$ cat config.mk
export PLATFORM = sky130hd
export DESIGN_NAME = lrc_div
export DESIGN_NICKNAME = d
export VERILOG_FILES = /design/src/rtl/lrc_pkg.sv /design/src/rtl/lrc_div.sv
export SDC_FILE = /design/constraint.sdc
export NUM_CORES = 1
export LEC_CHECK = 0
export BUFFER_PORTS_ARGS = -buffer_cell sky130_fd_sc_hd__buf_2
export CAP_MARGIN = 20
export CORE_MARGIN = 3
export CORE_UTILIZATION = 50
export CTS_CLUSTER_SIZE = 28
export DETAILED_ROUTE_END_ITERATION = 10
export PLACE_DENSITY = 0.79
export SLEW_MARGIN = 10
export SYNTH_ARGS = -nofsm -noshare
export SYNTH_HDL_FRONTEND = slang
export SYNTH_SLANG_ARGS = --single-unit
export TNS_END_PERCENT = 10
$ cat constraint.sdc
create_clock -name clk -period 4.8 [get_ports clk]
set_input_delay 0.72 -clock clk [delete_from_list [all_inputs] [get_ports clk]]
set_output_delay 0.72 -clock clk [all_outputs]
set_load 0.02 [all_outputs]
$ cat src/rtl/lrc_pkg.sv
// Shared types, widths, outcode constants and the region function for the
// line raster collision block. Used by line_raster_collision and lrc_div.
package lrc_pkg;

    localparam int DEF_MAX_WIDTH  = 256;
    localparam int DEF_MAX_HEIGHT = 256;

    localparam int IN_W  = 16;
    localparam int CW    = 18;
    localparam int DW    = CW + 1;
    localparam int PW    = 2 * DW;
    localparam int FW    = DW + 3;
    localparam int REG_W = 9;

    localparam logic CFG_WIDTH  = 1'b0;
    localparam logic CFG_HEIGHT = 1'b1;

    localparam logic CMD_LOAD = 1'b0;
    localparam logic CMD_TEST = 1'b1;

    localparam logic [3:0] OC_LEFT   = 4'd1;
    localparam logic [3:0] OC_RIGHT  = 4'd2;
    localparam logic [3:0] OC_TOP    = 4'd4;
    localparam logic [3:0] OC_BOTTOM = 4'd8;

    localparam logic [4:0] CLIP_STEP_LIMIT = 5'd16;

    typedef enum logic [3:0] {
        ST_CLEAR,
        ST_IDLE,
        ST_CLIP,
        ST_MUL,
        ST_DIV_GO,
        ST_DIV_WAIT,
        ST_WALK_INIT,
        ST_PROBE,
        ST_CHECK,
        ST_OUT
    } state_t;

    function automatic logic [3:0] region(input logic signed [CW-1:0] x,
                                          input logic signed [CW-1:0] y,
                                          input logic signed [CW-1:0] xmax,
                                          input logic signed [CW-1:0] ymax);
        logic [3:0] c;
        c = 4'd0;
        if (x > xmax)
        begin
            c = OC_RIGHT;
        end
        else if (x < 0)
        begin
            c = OC_LEFT;
        end
        if (y > ymax)
        begin
            c = c | OC_BOTTOM;
        end
        else if (y < 0)
        begin
            c = c | OC_TOP;
        end
        return c;
    endfunction

endpackage

$ cat src/rtl/lrc_div.sv
// Restoring divider, one quotient bit per cycle, truncating toward zero.
// Depends on lrc_pkg for the product and delta widths.
module lrc_div (
    input  logic                           clk,
    input  logic                           rst_n,
    input  logic                           start,
    input  logic signed [lrc_pkg::PW-1:0]  dividend,
    input  logic signed [lrc_pkg::DW-1:0]  divisor,
    output logic                           done,
    output logic signed [lrc_pkg::DW-1:0]  quotient
);

    localparam int PW = lrc_pkg::PW;
    localparam int DW = lrc_pkg::DW;
    localparam int NB = PW - 1;
    localparam int CNTW = $clog2(NB);

    logic            busy_reg, busy_next;
    logic            done_reg, done_next;
    logic [CNTW-1:0] cnt_reg, cnt_next;
    logic [NB-1:0]   num_reg, num_next;
    logic [DW-2:0]   rem_reg, rem_next;
    logic [DW-2:0]   den_reg, den_next;
    logic            neg_reg, neg_next;

    logic signed [PW-1:0] dividend_abs;
    logic signed [DW-1:0] divisor_abs;
    logic [DW-1:0]        trial;
    logic                 qbit;
    logic [DW-1:0]        qmag;

    always_comb
    begin
        dividend_abs = dividend[PW-1] ? -dividend : dividend;
        divisor_abs  = divisor[DW-1] ? -divisor : divisor;
        trial        = {rem_reg, num_reg[NB-1]};
        qbit         = (trial >= {1'b0, den_reg});

        busy_next = busy_reg;
        done_next = 1'b0;
        cnt_next  = cnt_reg;
        num_next  = num_reg;
        rem_next  = rem_reg;
        den_next  = den_reg;
        neg_next  = neg_reg;

        if (start)
        begin
            busy_next = 1'b1;
            cnt_next  = CNTW'(NB - 1);
            num_next  = dividend_abs[NB-1:0];
            rem_next  = '0;
            den_next  = divisor_abs[DW-2:0];
            neg_next  = dividend[PW-1] ^ divisor[DW-1];
        end
        else if (busy_reg)
        begin
            rem_next = qbit ? (DW-1)'(trial - {1'b0, den_reg}) : trial[DW-2:0];
            num_next = {num_reg[NB-2:0], qbit};
            cnt_next = cnt_reg - 1'b1;
            if (cnt_reg == '0)
            begin
                busy_next = 1'b0;
                done_next = 1'b1;
            end
        end

        qmag     = num_reg[DW-1:0];
        quotient = neg_reg ? -$signed(qmag) : $signed(qmag);
        done     = done_reg;
    end

    always_ff @(posedge clk or negedge rst_n)
    begin
        if (!rst_n)
        begin
            busy_reg <= 1'b0;
            done_reg <= 1'b0;
        end
        else
        begin
            busy_reg <= busy_next;
            done_reg <= done_next;
        end
    end

    always_ff @(posedge clk)
    begin
        cnt_reg <= cnt_next;
        num_reg <= num_next;
        rem_reg <= rem_next;
        den_reg <= den_next;
        neg_reg <= neg_next;
    end

endmodule

* Word-level counts from Yosys, hierarchy flattened
Cells that the tools add are included.
** Word-level totals
- Register bits after elaboration :: 82
- Output and inout port bits :: 20
- Word-level logic and storage cells :: 28
** Cells by class
- Add/sub/neg operators :: 5
- $lt $le $gt $ge :: 1
- Muxes and demuxes :: 12
- Bitwise gates (word level) :: 1
- Reduce and logical (&&, ||, !) cells :: 2
** Operator list (count)
- 37-bit 2-to-1 mux :: 3
- 37-bit negation :: 1
- 18-bit 2-to-1 mux :: 2
- 19-bit by 18-bit greater-or-equal comparator with 1-bit output :: 1
- 19-bit 2-to-1 mux :: 1
- 19-bit negation :: 1
- 18-bit negation :: 1
- 18-bit subtractor :: 1
- 6-bit logical NOT :: 1
- 1-bit 2-to-1 mux :: 6
- 6-bit by 1-bit subtractor with 6-bit output (second input constant) :: 1
- 2-bit nonzero test :: 1
- 1-bit XOR :: 1

* Longest topological paths before layout
Gate-level depths: netlist of run 1.
- Word-level depth :: 4
- Mapped depth :: 12

* Worst setup path after synthesis of run 1
Ideal clock, no wire load.
- Path kind :: input to register
- Start :: input port dividend[5] in the netlist's numbering
- End :: register num_reg[34] (data pin)
- Data arrival time :: 2720 ps
- Data required time :: 4530 ps
- Path slack :: 1810 ps
- Cell stages on the path :: 7
- Cells stage by stage :: or4_4 > nor4_4 > nand4_4 > or4_4 > o41ai_4 > xor2_1 > a21oi_1
** On the way
- Longest elaborated chain between the ends :: 3
** Ends and longest elaborated chain
- from (decl) :: RTL line lrc_div.sv:7 : input logic signed [lrc_pkg::PW-1:0] dividend,
- 37-bit negation :: RTL line lrc_div.sv:34 : dividend_abs = dividend[PW-1] ? -dividend : dividend;
- 37-bit 2-to-1 mux :: RTL line lrc_div.sv:34
- 37-bit 2-to-1 mux :: RTL line lrc_div.sv:47 : if (start)
- via num_next[34] :: RTL line lrc_div.sv:21 : logic [NB-1:0] num_reg, num_next;
- to (signal assigned) :: RTL line lrc_div.sv:90 : num_reg <= num_next;
- to (decl) :: RTL line lrc_div.sv:21
The timed path passes the listed nets, and every way through them passes these cells.
A chain may end at the register's enable or synchronous reset.

* Worst setup path in the final report of run 1
- Start :: register num_reg[0]
- End :: output port quotient[18] in the netlist's numbering
** On the way
- Longest elaborated chain between the ends :: 2
** Ends and longest elaborated chain
- 19-bit negation :: RTL line lrc_div.sv:69 : quotient = neg_reg ? -$signed(qmag) : $signed(qmag);
- 19-bit 2-to-1 mux :: RTL line lrc_div.sv:69
- to (decl) :: RTL line lrc_div.sv:10 : output logic signed [lrc_pkg::DW-1:0] quotient
Every way passes these cells.

==> metrics.md, run 1 <==
| Metric | Value |
|---|---|
| Most frequent cells in the layout | `78 x buf_2, 74 x nor2_1, 56 x edfxtp_1` |
| Status | `completed` |
| Post-route setup TNS | `0 ns` |
| Synth Cell Area | `0.00571 mm^2` |
| P_leak | `between 0.002 and 0.003 uW` |
| Sequential share of power | `between 30% and 40%` |
| Max cap viols | `0` |
| Mapped Nets | `about 700` |
| Final period demand of the worst path | `3.51 ns` |
| Routed Antenna Nets | `0` |
| Die Area | `0.0127 mm^2` |
| Peak supply drop | `slightly above 0.2 mV` |
| Initial Util | `about half` |
| # nets final | `767` |
| Worst EP required | `between 4 and 5 ns` |
| Clk slew on worst S/H paths | `~0.06 ns` |
| Worst Max-Slew Pin Slew | `about 0.8 ns` |
| Area post-placement | `between 0.006 and 0.007 mm^2` |
| Slew Viols, Final | `0` |
| Final instance area | `between 0.006 and 0.007 mm^2` |
| Syn. warnings | `0` |
| Cells after synthesis | `roughly 600` |
| Clock Tree Root | `clkbuf_16` |
| Net Sw Frac | `between 30 and 40%` |
| Post-CTS setup buffer count | `0` |
| Diode count | `0` |
| Vias in the first global route | `approximately 4,500` |
| Total Routing Usage GR | `between 15 and 20%` |
| Number of vias per cell | `between 5 and 6` |
| Critical R2R Launch | `num_reg[36]$_DFFE_PP_` |
| Crit path launch type | `flip-flop` |
| Total CTS buffers | `9` |
| Sequential cell area fraction in the yosys report | `about two fifths` |
| Largest net degree at the start of global routing | `a little over 80` |
| Slew HR | `between 40 and 50%` |
| H-tree levels | `3` |
| Prevailing post-synth register cell | `edfxtp_1` |
| Worst Reg-to-Reg Cells | `12` |
| Async SR Flop Fraction | `2.44%` |
| Sink Count | `82` |
| Area Overhead vs Synth | `13.7%` |
| RSZ-0062 raised after global routing | `false` |
| Clock power frac | `23.4%` |
| Switch Pwr | `1050 uW` |
| RR Endpoint | `rem_reg[14]$_SDFFE_PP0P_` |
| Crit path DAT | `2.79 ns` |
| Width of the die | `roughly 110 um` |
| TritonCTS clock tree | `built` |
| Routed wire length | `12.3 mm` |
| Worst setup slack after layout | `~1.3 ns` |
| Vias | `roughly 4,700` |
| First-pass GRT wire length | `approximately 21 mm` |
| Comb power frac | `41.2%` |
| Worst Hold Class | `in2async` |
| Rows | `38` |
| Number of antenna violations at the first check in global routing | `0` |
| Post-DP HPWL | `between 8 and 9 mm` |
| Fin. Hold Viols | `0` |
| CTS resizes | `0` |
| Peak Freq | `between 200 and 300 MHz` |
| Number of flops mapped to enable cells by yosys | `56` |
| Hold buffers post-CTS | `0` |
| Routed len/inst | `~15 um` |
| Yosys cell types | `between 60 and 70` |
| Die Ht | `~110 um` |
| # port buffers | `79` |
| Max reg flops | `37` |
| R2R setup slack | `roughly 1.4 ns` |
| Pre-CTS setup slack | `between 1.5 and 2 ns` |
| Inst Count DP | `~810` |
| Internal power | `about 1800 uW` |
| Commonest non-fill, non-tap cell in the layout | `buf_2` |
| Clk_lat worst skew | `0.34 ns` |
| Fin crit share | `73.0%` |
| Synth Register Bits | `between 80 and 90` |
| Layout cells sized above 1 | `17.3%` |
| DR DRC count | `0` |
| PD cells | `~440 mW/mm^2` |
| Avg Cell Area, Syn | `9.23 um^2` |
| CP Capture Type | `output port` |
| 1st-iter DRT viols | `between 200 and 300` |
| Clock Tree Buf Depth | `2` |
| Final setup violation count | `0` |
| Pre-antenna DRT Iters | `5` |
| Worst Path Max Fanout | `4` |
| GPL Wtd Cong | `0.930` |
| I/O pins | `80` |
| Skew final | `~0.0085 ns` |
| WS Path Type | `reg2out` |
| Grt total ovfl | `0` |
| Core Region | `about 0.011 mm^2` |
| Post-route insts no fill | `between 800 and 900` |
logic make-up (layout without fill, tap and decap cells):
group,Yosys count,after routing,share of synthesized area [%]
simple gates,193,193,17.7
compound gates,158,158,18.6
xor+xnor,86,86,13.2
flops,82,82,38.8
buf+inv,63,133,4.23
fa+ha+maj,24,24,5.39
mux,12,12,2.13
power by group through the flow:
stage,registers [uW],clock network (uW),logic (uW)
finish,1020,672,1180
global route,1030,713,1310
CTS,1010,684,1180
detailed placement,1030,0,1160
global placement,1020,0,1130
floorplan,992,0,905
cell usage after synthesis (all sizes together), types with 10 or more instances:
cell type / instances / area, um^2
nand2: 42 / 158
a211oi: 13 / 97.6
o21ai: 26 / 130
mux2i: 11 / 110
dfxtp: 24 / 480
nand3: 13 / 65.1
xnor2: 38 / 333
or3: 10 / 62.6
xor2: 48 / 420
or4: 10 / 91.3
a21oi: 52 / 260
clkbuf: 25 / 93.8
nor2: 74 / 278
edfxtp: 56 / 1680
ha: 23 / 288
o31ai: 24 / 195
inv: 33 / 124
layer usage:
metal / global-route usage, % / share of wire (%)
met1: 26.5 / 47
met2: 32.1 / 48
met3: 4.12 / 4.1
met4: 6.25 / 1.6
met5: 0 / 0
cell type report:
class                           count  area [um^2]
Multi-Input combinational cell    473         3250
Fill cell                         901         4500
Clock inverter                      5         53.8
Sequential cell                    82         2210
Clock buffer                       11          233
Timing Repair Buffer               84          435
Inverter                           33          124
Tap cell                          140          175
through the flow:
stage	total power (uW)	utilization, %	hold WS, ns
detailed placement	2190	56.4	0.487
finish	2870	59.1	0.158
global placement	2150	56.4	0.482
global route	3060	59.1	0.147
CTS	2870	59.1	0.149
floorplan	1900	-	0.424
critical path, cell delays in order, from the launching register on:
cell      delay, ns
edfxtp_1       0.48
inv_1          0.13
ha_1           0.17
nand2_1        0.07
or3_1          0.35
or3_1          0.37
nand2b_1       0.21
o31ai_1        0.32
xnor2_1        0.17
buf_2          0.19
worst max-delay path by stage:
stage                                     from                    end  slack, ns
final                     num_reg[0]$_DFFE_PP_           quotient[18]       1.29
after global routing      num_reg[0]$_DFFE_PP_           quotient[18]       1.15
after CTS                 num_reg[0]$_DFFE_PP_           quotient[18]       1.31
after detailed placement           dividend[5]  num_reg[31]$_DFFE_PP_       1.54
after global placement             dividend[5]  num_reg[36]$_DFFE_PP_       1.59
after floorplan                    dividend[5]  num_reg[34]$_DFFE_PP_       1.81
(Power assumes the default switching activity.)
==> run 2: changes to the inputs <==
ABC_AREA = 1   (was default)
PLACE_DENSITY = 0.81   (was 0.79)
clock period = 3.2 ns   (was 4.8 ns; I/O delays follow)
==> run 2 against run 1 <==
Cell area rose by 12%. First-iteration DRC count rose by 71%. Setup slack got worse by 0.85 ns. Clock-buffer cell count did not move. Sequential power rose by 43%. Flip-flop and latch count did not move. Via count rose by 29%. Die area rose by 11%. Clock power rose by 71%. Non-clock buffer count rose by 3.
==> metrics.md, run 2 <==
| Metric | Value |
|---|---|
| Status | `completed` |
| Worst Reg-to-Reg Cells | `12 (unchanged)` |
| R2R setup slack | `0.93 ns (-0.49 ns)` |
| Post-route insts no fill | `1,179 (+42%)` |
| Mapped Nets | `1,015 (+45%)` |
| Rows | `40 (+5.3%)` |
| Vias in the first global route | `5,728 (+28%)` |
| Vias | `6,036 (+29%)` |
| # nets final | `1,090 (+42%)` |
| PD cells | `610 mW/mm^2 (+38%)` |
| TritonCTS clock tree | `built` |
| Worst Hold Class | `in2reg` |
| 1st-iter DRT viols | `440 (+71%)` |
| Crit path launch type | `flip-flop` |
| Prevailing post-synth register cell | `edfxtp_1` |
| Fin. Hold Viols | `0 (unchanged)` |
| Peak Freq | `around 360 MHz` |
| CP most frequent cell | `nand2_1` |
| Clk slew on worst S/H paths | `0.06 ns (about the same)` |
| Sink Count | `82 (unchanged)` |
| Hold Path Sink | `den_reg[0]$_DFFE_PP_` |
| Die Ht | `119 um (+5.4%)` |
| Async SR Flop Fraction | `2.44% (unchanged)` |
| P_leak | `0.00357 uW (+34%)` |
| Min-delay src | `divisor[0]` |
| Synth top area share | `26.4% (-3.1 points)` |
| Fin crit share | `86.2%` |
| Layout cells sized above 1 | `11.7% (-5.6 points)` |
| Clk_lat worst skew | `0.35 ns (about the same)` |
| Syn. warnings | `0 (unchanged)` |
| Post-route setup TNS | `0 ns (unchanged)` |
| Top-count cell post-synth | `nand2_1` |
| GPL Wtd Cong | `0.921 (-1.0%)` |
| Routed len/inst | `13.4 um (-10%)` |
| # port buffers | `79 (unchanged)` |
| Largest delay share family, worst path | `simple AND/OR/NAND/NOR gates` |
| Synth Register Bits | `82 (unchanged)` |
| Number of antenna violations at the first check in global routing | `0 (unchanged)` |
| Slew Viols, Final | `0 (unchanged)` |
| Buf/Inv on CP | `2 (unchanged)` |
| H-tree levels | `3 (unchanged)` |
| RSZ-0062 raised after global routing | `false` |
| Core Region | `0.0123 mm^2 (+12%)` |
| Critical R2R Launch | `den_reg[13]$_DFFE_PP_` |
| Skew final | `0.0100 ns (+0.00158 ns)` |
| Cells after synthesis | `931 (+51%)` |
| Post-DP HPWL | `12.3 mm (+38%)` |
| Top cell type by total area after synthesis | `edfxtp_1` |
| Commonest cells in the netlist | `279 x nand2_1, 125 x inv_1, 111 x nor2_1, 78 x nand3_1, 56 x edfxtp_1` |
| Number of flops mapped to enable cells by yosys | `56 (unchanged)` |
| WS Path Type | `reg2out` |
| Inst Count DP | `1,162 (+43%)` |
| Initial Util | `52.0% (about the same)` |
| Die Area | `0.0141 mm^2 (+11%)` |
| Area Overhead vs Synth | `13.6% (about the same)` |
| Worst Path Max Fanout | `4 (unchanged)` |
| RR Endpoint | `num_reg[0]$_DFFE_PP_` |
| Max stage delay on crit path | `0.43 ns (-0.05 ns)` |
| I/O pins | `80 (unchanged)` |
| Worst Max-Slew Pin Slew | `0.469 ns (-0.328 ns)` |
| Worst EP required | `2.72 ns (-1.36 ns)` |
| Routed wire length | `15.8 mm (+28%)` |
| CTS resizes | `0 (unchanged)` |
| Max cap viols | `0 (unchanged)` |
| Clock Tree Buf Depth | `2 (unchanged)` |
| Slew HR | `68.7% (+23 points)` |
| Avg Cell Area, Syn | `6.85 um^2 (-26%)` |
| Commonest non-fill, non-tap cell in the layout | `nand2_1` |
| Diode count | `0 (unchanged)` |
| Total Routing Usage GR | `22.8% (+3.0 points)` |
| Most frequent cells in the layout | `279 x nand2_1, 125 x inv_1, 111 x nor2_1` |
| Grt total ovfl | `0 (unchanged)` |
| Hold depth | `1` |
| Crit-path slowest cell | `edfxtp_1` |
| Width of the die | `119 um (+5.4%)` |
| Number of vias per cell | `5.12 (-9.5%)` |
| Crit-path cells | `inv_1 > ha_1 > nand2_1 > nor2_1 > nand2_1 > nor3_1 > nand3_1 > nand2_1 > nand2_1 > xor2_1 > buf_2` |
| Pre-antenna DRT Iters | `5 (unchanged)` |
| First-pass GRT wire length | `26.4 mm (+27%)` |
| Synth Cell Area | `0.00638 mm^2 (+12%)` |
| Largest net degree at the start of global routing | `41 (-49%)` |
| Yosys cell types | `38 (-41%)` |
| Crit path DAT | `2.28 ns (-0.51 ns)` |
| Total CTS buffers | `9 (unchanged)` |
| Hold Slack | `0.368 ns (+0.210 ns)` |
| Routed Antenna Nets | `0 (unchanged)` |
| Max reg flops | `37 (unchanged)` |
| Final setup violation count | `0 (unchanged)` |
| Sequential cell area fraction in the yosys report | `34.7% (-4.1 points)` |
| Total power | `4420 uW (+54%)` |
| CP Capture Type | `output port` |
| DR DRC count | `0 (unchanged)` |
| Most area-consuming cells after synthesis | `edfxtp_1 26%, nand2_1 16%, dfxtp_1 7.5%` |
| Final period demand of the worst path | `about 2.8 ns` |
| Clock Tree Root | `clkbuf_16` |
| Peak supply drop | `0.261 mV (+26%)` |
## run 2: metrics by stage
step           utilization (%)  worst slack, ns  cell area [um^2]
6_report                  59.1            0.441              7250
5_1_grt                   59.1            0.212              7250
4_1_cts                   59.1            0.452              7250
3_5_place_dp              56.2            0.827              6890
3_3_place_gp              56.2            0.884              6890
2_1_floorplan                -            0.994              6380
## run 2: power by group
part	internal [uW]	total [uW]	leakage [uW]	switching, uW
sequential	1340	1460	0.000808	123
clock	707	1150	0.000164	446
combinational	673	1800	0.00260	1130
## run 2: timing repair
| action | CTS | global route |
|---|---|---|
| buffers inserted | 0 | 0 |
| endpoints found under the hold margin | 2 | 0 |
| hold buffers | 1 | 0 |
| setup endpoints to repair | 0 | 0 |
## run 2: layer usage
layer,vias up,track usage [%],routed length (um)
met1,2685,30.3,7280
met2,183,37.9,7290
met4,0,7.89,363
met5,-,0,0
li1,3142,-,-
met3,26,3.32,841
## run 2: worst max path at each step
stage / from / end / slack [ns] / cells past startpoint
floorplan: num_reg[0]$_DFFE_PP_ / quotient[18] / 0.99 / 10
global route: num_reg[1]$_DFFE_PP_ / quotient[18] / 0.21 / 11
detailed placement: num_reg[0]$_DFFE_PP_ / quotient[18] / 0.83 / 11
global placement: num_reg[0]$_DFFE_PP_ / quotient[18] / 0.88 / 11
finish: num_reg[0]$_DFFE_PP_ / quotient[18] / 0.44 / 11
CTS: num_reg[0]$_DFFE_PP_ / quotient[18] / 0.45 / 11
## run 2: cell families after synthesis
group                    count (synthesis)  share of synthesized area [%]
AND/OR/NAND/NOR                        521                           34.6
buffers and inverters                  149                           9.83
AO/OA/AOI/OAI                           97                           8.06
flip-flops                              82                           34.7
XOR/XNOR                                58                           7.97
adder cells (fa/ha/maj)                 24                           4.83
## run 2: layout make-up
| type | instances | area (um^2) |
|---|---|---|
| clock buffer | 11 | 275 |
| clock inverter | 5 | 66.3 |
| fill | 1161 | 5020 |
| inverter | 126 | 473 |
| multi-input combinational | 700 | 3540 |
| sequential | 82 | 2210 |
| tap | 168 | 210 |
| timing repair buffer | 87 | 470 |
